--- src/sv/nar_pkg.sv ---
// ----------------------------------------------------------------------------
// nar_pkg
// shared types and constants of the neighbor anti-replay window
// ----------------------------------------------------------------------------
package nar_pkg;

   localparam int WINDOW_BITS_DEF    = 64;
   localparam int NEIGHBOR_SLOTS_DEF = 16;

   localparam int SLOT_W   = 4;
   localparam int COUNT_W  = 16;
   localparam int KEY_W    = 12;
   localparam int SEQ_W    = 12;
   localparam int VALUE_W  = KEY_W + SEQ_W;
   localparam int STATUS_W = 3;

   localparam int REQ_DATA_W = 48;
   localparam int RSP_DATA_W = 32;

   localparam logic [SEQ_W-1:0]   SEQ_MAX     = 12'h0fff;
   localparam logic [COUNT_W-1:0] COUNT_LIMIT = 16'd32768;

   typedef enum logic [1:0] {
      OP_RECV  = 2'd0,
      OP_NEXT  = 2'd1,
      OP_CLEAR = 2'd2,
      OP_NONE  = 2'd3
   } opcode_type;

   typedef enum logic [STATUS_W-1:0] {
      STAT_OK        = 3'd0,
      STAT_NEW_COUNT = 3'd1,
      STAT_DUP_AUTH  = 3'd2,
      STAT_STALE     = 3'd3,
      STAT_AUTH_FAIL = 3'd4
   } status_type;

   typedef enum logic {
      ST_IDLE = 1'b0,
      ST_EXEC = 1'b1
   } state_type;

   // per-slot entry without the replay bitmap
   typedef struct packed {
      logic [VALUE_W-1:0] left_edge;
      logic               count_valid;
      logic [COUNT_W-1:0] stored_count;
      logic [KEY_W-1:0]   out_key;
      logic [SEQ_W-1:0]   out_seq;
   } entry_type;

endpackage

--- src/sv/nar_ram.sv ---
// ----------------------------------------------------------------------------
// nar_ram
// generic single-write single-read ram with registered read data
// ----------------------------------------------------------------------------
module nar_ram #(
   parameter int WIDTH = 8,
   parameter int DEPTH = 16,
   parameter int AW    = (DEPTH > 1) ? $clog2(DEPTH) : 1
) (
   input  logic             clock,
   input  logic             wr_en,
   input  logic [AW-1:0]    wr_addr,
   input  logic [WIDTH-1:0] wr_data,
   input  logic [AW-1:0]    rd_addr,
   output logic [WIDTH-1:0] rd_data
);

   logic [WIDTH-1:0] mem [DEPTH];
   logic [WIDTH-1:0] rd_data_ff;

   always_ff @(posedge clock) begin
      if (wr_en) begin
         mem[wr_addr] <= wr_data;
      end
      rd_data_ff <= mem[rd_addr];
   end

   assign rd_data = rd_data_ff;

endmodule

--- src/sv/neighbor_anti_replay_window.sv ---
// ----------------------------------------------------------------------------
// neighbor_anti_replay_window
// per-neighbor replay window and outbound key/sequence table in one ram
// ----------------------------------------------------------------------------
// result: the result register loads at the end of the exec cycle, which
//    waits while the result register is still full
// requests: one at a time; a new one is taken only back in idle, after the
//    ram read then write-back of the slot entry
// reset: synchronous; per-slot valid flops clear at once, an entry that is
//    not valid reads as all zero, so no clearing pass is needed
// ----------------------------------------------------------------------------
module neighbor_anti_replay_window
   import nar_pkg::*;
#(
   parameter int WINDOW_BITS    = WINDOW_BITS_DEF,
   parameter int NEIGHBOR_SLOTS = NEIGHBOR_SLOTS_DEF
) (
   input  logic                  clock,
   input  logic                  reset,
   input  logic                  req_tvalid,
   output logic                  req_tready,
   // neighbor_slot, security_count, key_id, sequence_req, auth_ok, zero fill
   input  logic [REQ_DATA_W-1:0] req_tdata,
   // opcode
   input  logic [1:0]            req_tuser,
   output logic                  rsp_tvalid,
   input  logic                  rsp_tready,
   // status, out_key_id, out_sequence, zero fill
   output logic [RSP_DATA_W-1:0] rsp_tdata
);

   // slot index and bitmap index widths
   localparam int SW    = (NEIGHBOR_SLOTS > 1) ? $clog2(NEIGHBOR_SLOTS) : 1;
   localparam int IW    = $clog2(WINDOW_BITS);
   localparam int ENT_W = $bits(entry_type);
   localparam int EW    = WINDOW_BITS + ENT_W;
   localparam int NUM_SLOT_CODES = 2 ** SLOT_W;

   localparam logic [VALUE_W-1:0]     WIN_SIZE = VALUE_W'(WINDOW_BITS);
   localparam logic [VALUE_W-1:0]     WIN_LAST = VALUE_W'(WINDOW_BITS - 1);
   localparam logic [IW-1:0]          LAST_POS = IW'(WINDOW_BITS - 1);
   localparam logic [WINDOW_BITS-1:0] BIT_ONE  = {{(WINDOW_BITS-1){1'b0}}, 1'b1};

   // slot code folded onto the table depth, worked out at elaboration
   function automatic logic [NUM_SLOT_CODES-1:0][SW-1:0] build_slot_map();
      logic [NUM_SLOT_CODES-1:0][SW-1:0] m;
      for (int i = 0; i < NUM_SLOT_CODES; i++) begin
         m[i] = SW'(i % NEIGHBOR_SLOTS);
      end
      return m;
   endfunction

   localparam logic [NUM_SLOT_CODES-1:0][SW-1:0] SLOT_MAP = build_slot_map();

   // request fields
   logic [SLOT_W-1:0]  req_slot;
   logic [COUNT_W-1:0] req_count;
   logic [KEY_W-1:0]   req_key;
   logic [SEQ_W-1:0]   req_seq;
   logic               req_auth;
   logic               req_accept;

   assign req_slot   = req_tdata[SLOT_W-1:0];
   assign req_count  = req_tdata[SLOT_W +: COUNT_W];
   assign req_key    = req_tdata[SLOT_W+COUNT_W +: KEY_W];
   assign req_seq    = req_tdata[SLOT_W+COUNT_W+KEY_W +: SEQ_W];
   assign req_auth   = req_tdata[SLOT_W+COUNT_W+KEY_W+SEQ_W];
   assign req_accept = req_tvalid && req_tready;

   // request holding registers
   state_type          state_ff, state_in;
   opcode_type         op_ff;
   logic [SW-1:0]      slot_ff;
   logic [COUNT_W-1:0] count_ff;
   logic [VALUE_W-1:0] value_ff;
   logic               auth_ff;

   // per-slot valid flops stand in for a cleared ram
   logic [NEIGHBOR_SLOTS-1:0] valid_ff, valid_in;

   // result register
   logic                  rsp_valid_ff, rsp_valid_in;
   logic [RSP_DATA_W-1:0] rsp_data_ff, rsp_data_in;

   // ram interface
   logic [SW-1:0] rd_addr;
   logic [EW-1:0] rd_word;
   logic [EW-1:0] wr_word;
   logic          ram_we;
   logic          exec_go;

   // entry update
   entry_type             ent, nxt_ent;
   logic [WINDOW_BITS-1:0] bm, bm1, nxt_bm;
   logic                   changed;
   logic [COUNT_W-1:0]     fwd;
   logic [VALUE_W-1:0]     le1, rel_pos, slide;
   logic [IW-1:0]          dist_idx, set_pos;
   logic                   in_win, hit;
   status_type             status;
   logic [KEY_W-1:0]       res_key;
   logic [SEQ_W-1:0]       res_seq;

   // read at accept so the entry is there in the exec cycle; hold the address
   // while waiting on the result register so the read data stays put
   assign rd_addr = req_accept ? SLOT_MAP[req_slot] : slot_ff;

   nar_ram #(
      .WIDTH (EW),
      .DEPTH (NEIGHBOR_SLOTS)
   ) u_table (
      .clock   (clock),
      .wr_en   (ram_we),
      .wr_addr (slot_ff),
      .wr_data (wr_word),
      .rd_addr (rd_addr),
      .rd_data (rd_word)
   );

   // sequencer: idle takes a request, exec does the read-modify-write
   always_comb begin
      state_in   = state_ff;
      req_tready = 1'b0;
      exec_go    = 1'b0;
      unique case (state_ff)
         ST_IDLE: begin
            req_tready = 1'b1;
            if (req_tvalid) begin
               state_in = ST_EXEC;
            end
         end
         ST_EXEC: begin
            exec_go = !rsp_valid_ff || rsp_tready;
            if (exec_go) begin
               state_in = ST_IDLE;
            end
         end
      endcase
   end

   // entry update for the request in exec
   always_comb begin
      ent = valid_ff[slot_ff] ? entry_type'(rd_word[ENT_W-1:0]) : '0;
      bm  = valid_ff[slot_ff] ? rd_word[EW-1:ENT_W] : '0;

      changed  = ent.count_valid && (ent.stored_count != count_ff);
      fwd      = count_ff - ent.stored_count;
      // a new security count starts the inbound window over
      le1      = changed ? '0 : ent.left_edge;
      bm1      = changed ? '0 : bm;
      rel_pos  = value_ff - le1;
      dist_idx = rel_pos[IW-1:0];
      in_win   = rel_pos < WIN_SIZE;
      hit      = in_win && bm1[dist_idx];
      // distance the left edge moves when the value lands past the window
      slide    = rel_pos - WIN_LAST;

      nxt_ent = ent;
      nxt_bm  = bm;
      set_pos = dist_idx;
      status  = STAT_OK;
      res_key = '0;
      res_seq = '0;

      unique case (op_ff)
         OP_RECV: begin
            if (changed && (fwd > COUNT_LIMIT)) begin
               status = STAT_STALE;
            end else if (!changed && (value_ff < ent.left_edge)) begin
               status = STAT_STALE;
            end else if (!auth_ff) begin
               status = STAT_AUTH_FAIL;
            end else begin
               nxt_ent.left_edge = le1;
               nxt_bm            = bm1;
               if (changed) begin
                  nxt_ent.count_valid  = 1'b0;
                  nxt_ent.stored_count = '0;
               end
               if (hit) begin
                  status = STAT_DUP_AUTH;
               end else begin
                  // bitmap bit i stands for value left_edge + i, so sliding
                  // the window is a right shift that drops old positions
                  if (!in_win) begin
                     nxt_ent.left_edge = value_ff - WIN_LAST;
                     nxt_bm  = (slide >= WIN_SIZE) ? '0 : (bm1 >> slide[IW-1:0]);
                     set_pos = LAST_POS;
                  end
                  nxt_bm               = nxt_bm | (BIT_ONE << set_pos);
                  nxt_ent.count_valid  = 1'b1;
                  nxt_ent.stored_count = count_ff;
                  status = changed ? STAT_NEW_COUNT : STAT_OK;
               end
            end
         end
         OP_NEXT: begin
            // sequence wrap carries into the key id
            if (ent.out_seq == SEQ_MAX) begin
               nxt_ent.out_seq = '0;
               nxt_ent.out_key = ent.out_key + KEY_W'(1);
            end else begin
               nxt_ent.out_seq = ent.out_seq + SEQ_W'(1);
            end
            res_key = nxt_ent.out_key;
            res_seq = nxt_ent.out_seq;
         end
         OP_CLEAR: begin
         end
         OP_NONE: begin
         end
      endcase
   end

   assign wr_word = {nxt_bm, nxt_ent};
   assign ram_we  = exec_go && ((op_ff == OP_RECV) || (op_ff == OP_NEXT));

   // valid flops: written entries become valid, a slot reset drops the entry
   always_comb begin
      valid_in = valid_ff;
      if (ram_we) begin
         valid_in[slot_ff] = 1'b1;
      end else if (exec_go && (op_ff == OP_CLEAR)) begin
         valid_in[slot_ff] = 1'b0;
      end
   end

   // result register: loads in exec, frees on the downstream accept
   always_comb begin
      rsp_valid_in = rsp_valid_ff;
      rsp_data_in  = rsp_data_ff;
      if (exec_go) begin
         rsp_valid_in = 1'b1;
         rsp_data_in  = {{(RSP_DATA_W-STATUS_W-KEY_W-SEQ_W){1'b0}},
                         res_seq, res_key, status};
      end else if (rsp_tready) begin
         rsp_valid_in = 1'b0;
      end
   end

   always_ff @(posedge clock) begin
      if (reset) begin
         state_ff     <= ST_IDLE;
         valid_ff     <= '0;
         rsp_valid_ff <= 1'b0;
      end else begin
         state_ff     <= state_in;
         valid_ff     <= valid_in;
         rsp_valid_ff <= rsp_valid_in;
      end
   end

   // payload registers
   always_ff @(posedge clock) begin
      if (req_accept) begin
         op_ff    <= opcode_type'(req_tuser);
         slot_ff  <= SLOT_MAP[req_slot];
         count_ff <= req_count;
         value_ff <= {req_key, req_seq};
         auth_ff  <= req_auth;
      end
      rsp_data_ff <= rsp_data_in;
   end

   assign rsp_tvalid = rsp_valid_ff;
   assign rsp_tdata  = rsp_data_ff;

   // an accepted request always moves the sequencer into exec
   a_accept_to_exec: assert property (@(posedge clock) disable iff (reset)
      req_accept |=> (state_ff == ST_EXEC))
      else $error("accepted request did not enter exec");

   // the table is written only when the result register can take the result
   a_write_with_result: assert property (@(posedge clock) disable iff (reset)
      ram_we |-> ((state_ff == ST_EXEC) && (!rsp_valid_ff || rsp_tready)))
      else $error("table written without a result slot");

   // a slot reset leaves the entry reading as zero
   a_clear_drops_valid: assert property (@(posedge clock) disable iff (reset)
      (exec_go && (op_ff == OP_CLEAR)) |=> !valid_ff[slot_ff])
      else $error("slot reset left entry valid");

   // a new result appears only out of exec
   a_result_from_exec: assert property (@(posedge clock) disable iff (reset)
      $rose(rsp_tvalid) |-> $past(state_ff == ST_EXEC))
      else $error("result raised outside exec");

endmodule

--- config.mk ---
export PLATFORM = sky130hd
export DESIGN_NAME = neighbor_anti_replay_window
export DESIGN_NICKNAME = d
export VERILOG_FILES = /design/src/sv/nar_pkg.sv /design/src/sv/nar_ram.sv /design/src/sv/neighbor_anti_replay_window.sv
export SDC_FILE = /design/constraint.sdc
export NUM_CORES = 2
export LEC_CHECK = 0
export ABC_AREA = 1
export BUFFER_PORTS_ARGS = -buffer_cell sky130_fd_sc_hd__buf_4
export CELL_PAD_IN_SITES_DETAIL_PLACEMENT = 1
export CELL_PAD_IN_SITES_GLOBAL_PLACEMENT = 1
export CORE_MARGIN = 2
export CORE_UTILIZATION = 43
export CTS_BUF_LIST = sky130_fd_sc_hd__clkbuf_16
export DETAILED_ROUTE_END_ITERATION = 12
export PLACE_DENSITY_LB_ADDON = 0.1
export SYNTH_ARGS = -nofsm -noshare
export SYNTH_HDL_FRONTEND = slang
export SYNTH_SLANG_ARGS = --single-unit
export TNS_END_PERCENT = 10
--- constraint.sdc ---
create_clock -name clock -period 11.3 [get_ports clock]
set_input_delay 1.13 -clock clock [delete_from_list [all_inputs] [get_ports clock]]
set_output_delay 1.13 -clock clock [all_outputs]
set_load 0.01 [all_outputs]
==> summary.md <==
| Metric | Value |
|---|---|
| Sequential cell area in the final layout | `67100 um^2` |
| Register bit total from synthesis | `2285` |
| Critical path startpoint | `slot_ff[0]` |
| FF-to-FF path depth | `41` |
| Antenna-violating nets left | `0` |
| TritonCTS buffer count | `234` |
| Synthesized area | `98700 um^2` |
| Kind of end point of the critical path | `flip-flop` |
| Areal power density over the cells | `180 nW/um^2` |
| Initial core utilization | `43.3%` |
| Reg2reg end | `u_table.mem[13][24]` |
| Drt first pass iters | `8` |
| Area fraction of the dominant cell type after synthesis | `64.9%` |
| Final period util | `94.4%` |
| Hold slack | `386 ps` |
| Clock transition at the registers of the reported paths | `60 ps` |
| Depth of the CTS H-tree | `4` |
| Vias after detailed routing | `71600` |
| Capturing instance or port of the critical path | `u_table.mem[13][24]` |
| Most frequently used flop master after synthesis | `sky130_fd_sc_hd__edfxtp_1` |
| Layout cell share with drive strength beyond 1 | `7.54%` |
| Die W | `483 um` |
| Sequential fraction of the synthesis area | `68.0%` |
| HPWL reported at the end of detailed placement | `178 mm` |
| Total power of the final layout | `0.0198 W` |
| WP data required | `11860 ps` |
| GRT Resource Usage Total | `27.2%` |
| Placeable core area | `228000 um^2` |
| Final weighted congestion in routability-driven placement | `0.926` |
| Number of fill cells | `24100` |
| DRC violations left | `0` |
| Clock root cell | `sky130_fd_sc_hd__clkbuf_16` |
| Crit path largest cell delay | `940 ps` |
| Worst path most repeated cell | `sky130_fd_sc_hd__nand2_1` |
| Element type at the critical path start | `flip-flop` |
| Worst R2R Setup Slack | `630 ps` |
| Average instance area after synthesis | `11.0 um^2` |
| Number of distinct library cell variants in the gate-level netlist after synthesis | `57` |
| Worst path arrival time | `11220 ps` |
| Setup repair after global routing missed its margin | `false` |
| Dominant cells by area after synthesis | `sky130_fd_sc_hd__edfxtp_1 65%, sky130_fd_sc_hd__o21ai_0 7.3%, sky130_fd_sc_hd__nor2_1 5.6%` |
| Number of placement rows | `175` |
| Overall die area | `233000 um^2` |
| Worst Setup Slack, final | `633 ps` |
| Status | `complete, no violations` |
| Number of synthesized flops with an enable pin | `2134` |
| Worst vdd rail ir drop | `0.151 mV` |
| Worst-case clock buffer depth | `3` |
| Vias in the first global route | `73200` |
| Slew headroom | `9.12%` |
| Highest Clock Rate | `0.0937 GHz` |
| Worst Setup Path Type | `flip-flop to flip-flop` |
| Post-detailed-routing wire length | `324 mm` |
| First-iteration detailed-routing DRC count | `6295` |
| Sinks on Clock Net | `2285` |
| WL/cell | `26.8 um` |
| Via/cell ratio | `5.94` |
| Final critical path time including I/O delays and setup | `10670 ps` |
| Worst Hold Launch | `req_tuser[1]` |
| Number of top-level pins | `88` |
| P_leak | `39.1 nW` |
| Floorplan die height | `483 um` |
| Worst-Skew Late Latency | `930 ps` |
| Max-capacitance violation count | `0` |
| Final Max Tran Viols | `0` |
| Area added between synthesis and finish | `11.4%` |
| CP max-delay cell | `sky130_fd_sc_hd__inv_1` |
| Clock skew | `80.2 ps` |
| Cell type with the highest aggregate area in the netlist | `sky130_fd_sc_hd__edfxtp_1` |
| Async set-reset flop share out of synthesis | `0%` |
| CTS tree | `built` |
| Final setup violation count | `0` |
| Number of warning messages in the yosys log | `0` |
| Endpoints failing hold | `0` |
| Critical path peak fanout | `62` |
| Dpl ws | `719 ps` |
| Overall overflow remaining after global route | `0` |
| CTS Hold Bufs | `0` |
| Combined area of the multi-input logic cells | `28100 um^2` |
| Layout Nets | `8955` |
| Worst hold path class | `input port to flip-flop` |
| Slew at the pin closest to its max-slew limit | `1360 ps` |
| Initial antenna violation count | `5` |
| Final setup TNS | `0 ps` |
| First-pass GRT wire length | `480 mm` |
| Cell count after synthesis | `8956` |
| Number of buffers inserted by port buffering | `79` |
| Launch instance of the worst register-to-register path | `slot_ff[0]` |
| Maximum number of pins on one net before global-route repair | `193` |
==> Yosys cell counts, types with 9 or more instances <==
library cell,number
sky130_fd_sc_hd__a21oi_1,113
sky130_fd_sc_hd__buf_1,51
sky130_fd_sc_hd__buf_2,39
sky130_fd_sc_hd__buf_4,17
sky130_fd_sc_hd__buf_6,9
sky130_fd_sc_hd__clkbuf_1,489
sky130_fd_sc_hd__dfxtp_1,151
sky130_fd_sc_hd__edfxtp_1,2134
sky130_fd_sc_hd__ha_1,68
sky130_fd_sc_hd__inv_1,298
sky130_fd_sc_hd__inv_2,28
sky130_fd_sc_hd__nand2_1,1030
sky130_fd_sc_hd__nand2_2,16
sky130_fd_sc_hd__nand3_1,659
sky130_fd_sc_hd__nand4_1,34
sky130_fd_sc_hd__nor2_1,1484
sky130_fd_sc_hd__nor2_2,11
sky130_fd_sc_hd__nor3_1,28
sky130_fd_sc_hd__o211ai_1,29
sky130_fd_sc_hd__o21ai_0,1435
sky130_fd_sc_hd__o21ai_1,46
sky130_fd_sc_hd__o21bai_1,11
sky130_fd_sc_hd__o221ai_1,101
sky130_fd_sc_hd__o22ai_1,532
sky130_fd_sc_hd__xnor2_1,15
sky130_fd_sc_hd__xor2_1,30
==> layer usage <==
layer / vias to the layer above / part of all wire (%) / GRT usage (%)
li1: 32100 / - / -
met1: 37000 / 45 / 37.9
met2: 1958 / 48 / 44.6
met3: 504 / 4.9 / 3.38
met4: 2 / 2.8 / 7.84
met5: - / 0.0037 / 0
==> per-stage QoR <==
stage | instance area, um^2 | utilization [%] | std cells
after floorplan | 98700 | - | 8960
after global placement | 102000 | 45.0 | 11600
after detailed placement | 102000 | 45.0 | 11600
after CTS | 110000 | 48.3 | 12100
after global routing | 110000 | 48.3 | 12100
final | 110000 | 48.3 | 12100
==> critical path: cells and delay by family (launching register included) <==
kind                     cells  cell delay (ps)
adder cells (fa/ha/maj)      3             1060
AO/OA/AOI/OAI                2             1050
buffers and inverters        7             2090
flip-flops                   1              460
AND/OR/NAND/NOR             29             5470
==> power breakdown <==
group          leakage (nW)  switching [W]  internal [W]
clock                  3.93        0.00337       0.00418
combinational          13.4        0.00198      0.000720
sequential             21.8       0.000122       0.00944
total                  39.1        0.00547        0.0143
==> cell type report <==
type | count | share of cell area, %
Inverter | 335 | 1.17
Clock buffer | 234 | 5.32
Sequential cell | 2285 | 61.0
Antenna cell | 5 | 0.0114
Multi-Input combinational cell | 5735 | 25.6
Clock inverter | 213 | 1.52
Tap cell | 3009 | 3.42
Timing Repair Buffer | 241 | 1.94
==> layout by cell type, fill, tap and decap left out, drive strengths merged, types with 2 or more instances in the layout <==
cell      synthesis  routed
edfxtp         2134    2134
nor2           1504    1504
o21ai          1482    1482
nand2          1052    1052
nand3           670     670
o22ai           532     532
inv             327     407
buf             116     241
clkbuf          489     234
dfxtp           151     151
clkinv            8     119
a21oi           116     116
o221ai          101     101
ha               68      68
nand4            34      34
nor3             34      34
xor2             30      30
o211ai           29      29
xnor2            21      21
bufinv            0      18
o21bai           11      11
nand3b           10      10
a31oi             7       7
nor4              7       7
diode             0       5
o21a              5       5
conb              1       5
clkinvlp          0       4
a21o              3       3
a211oi            2       2
or2               2       2
==> flip-flops by register name, indices dropped and copies added, names as in the netlist, named ones only <==
name / flops
u_table.rd_data: 129
rsp_tvalid: 1
value_ff: 24
rsp_tdata: 27
count_ff: 16
slot_ff: 4
auth_ff: 1
u_table.mem: 2064
state_ff: 1
op_ff: 2
==> worst min path at each step <==
stage / end / slack (ps) / cells past startpoint
2_1_floorplan: flip-flop / 450 / 2
3_3_place_gp: flip-flop / 460 / 2
3_5_place_dp: flip-flop / 470 / 2
4_1_cts: op_ff[1] / 330 / 1
5_1_grt: value_ff[19] / 340 / 1
6_report: op_ff[1] / 390 / 1
==> logic make-up after synthesis <==
kind of cell | synth area share [%]
and+or+nand+nor | 14.0
xor gates and xnor gates | 0.498
adders and majority gates | 0.882
other | 0.00380
buffers and inverters | 3.76
AOI/OAI and AO/OA | 12.9
DFF | 68.0
==> repair_timing <==
action                                  4_1_cts  5_1_grt
buffers inserted                              0        0
resized for setup                             0        2
endpoints found under the setup margin        0       32
Note: power is estimated with default switching activity, not from simulation.
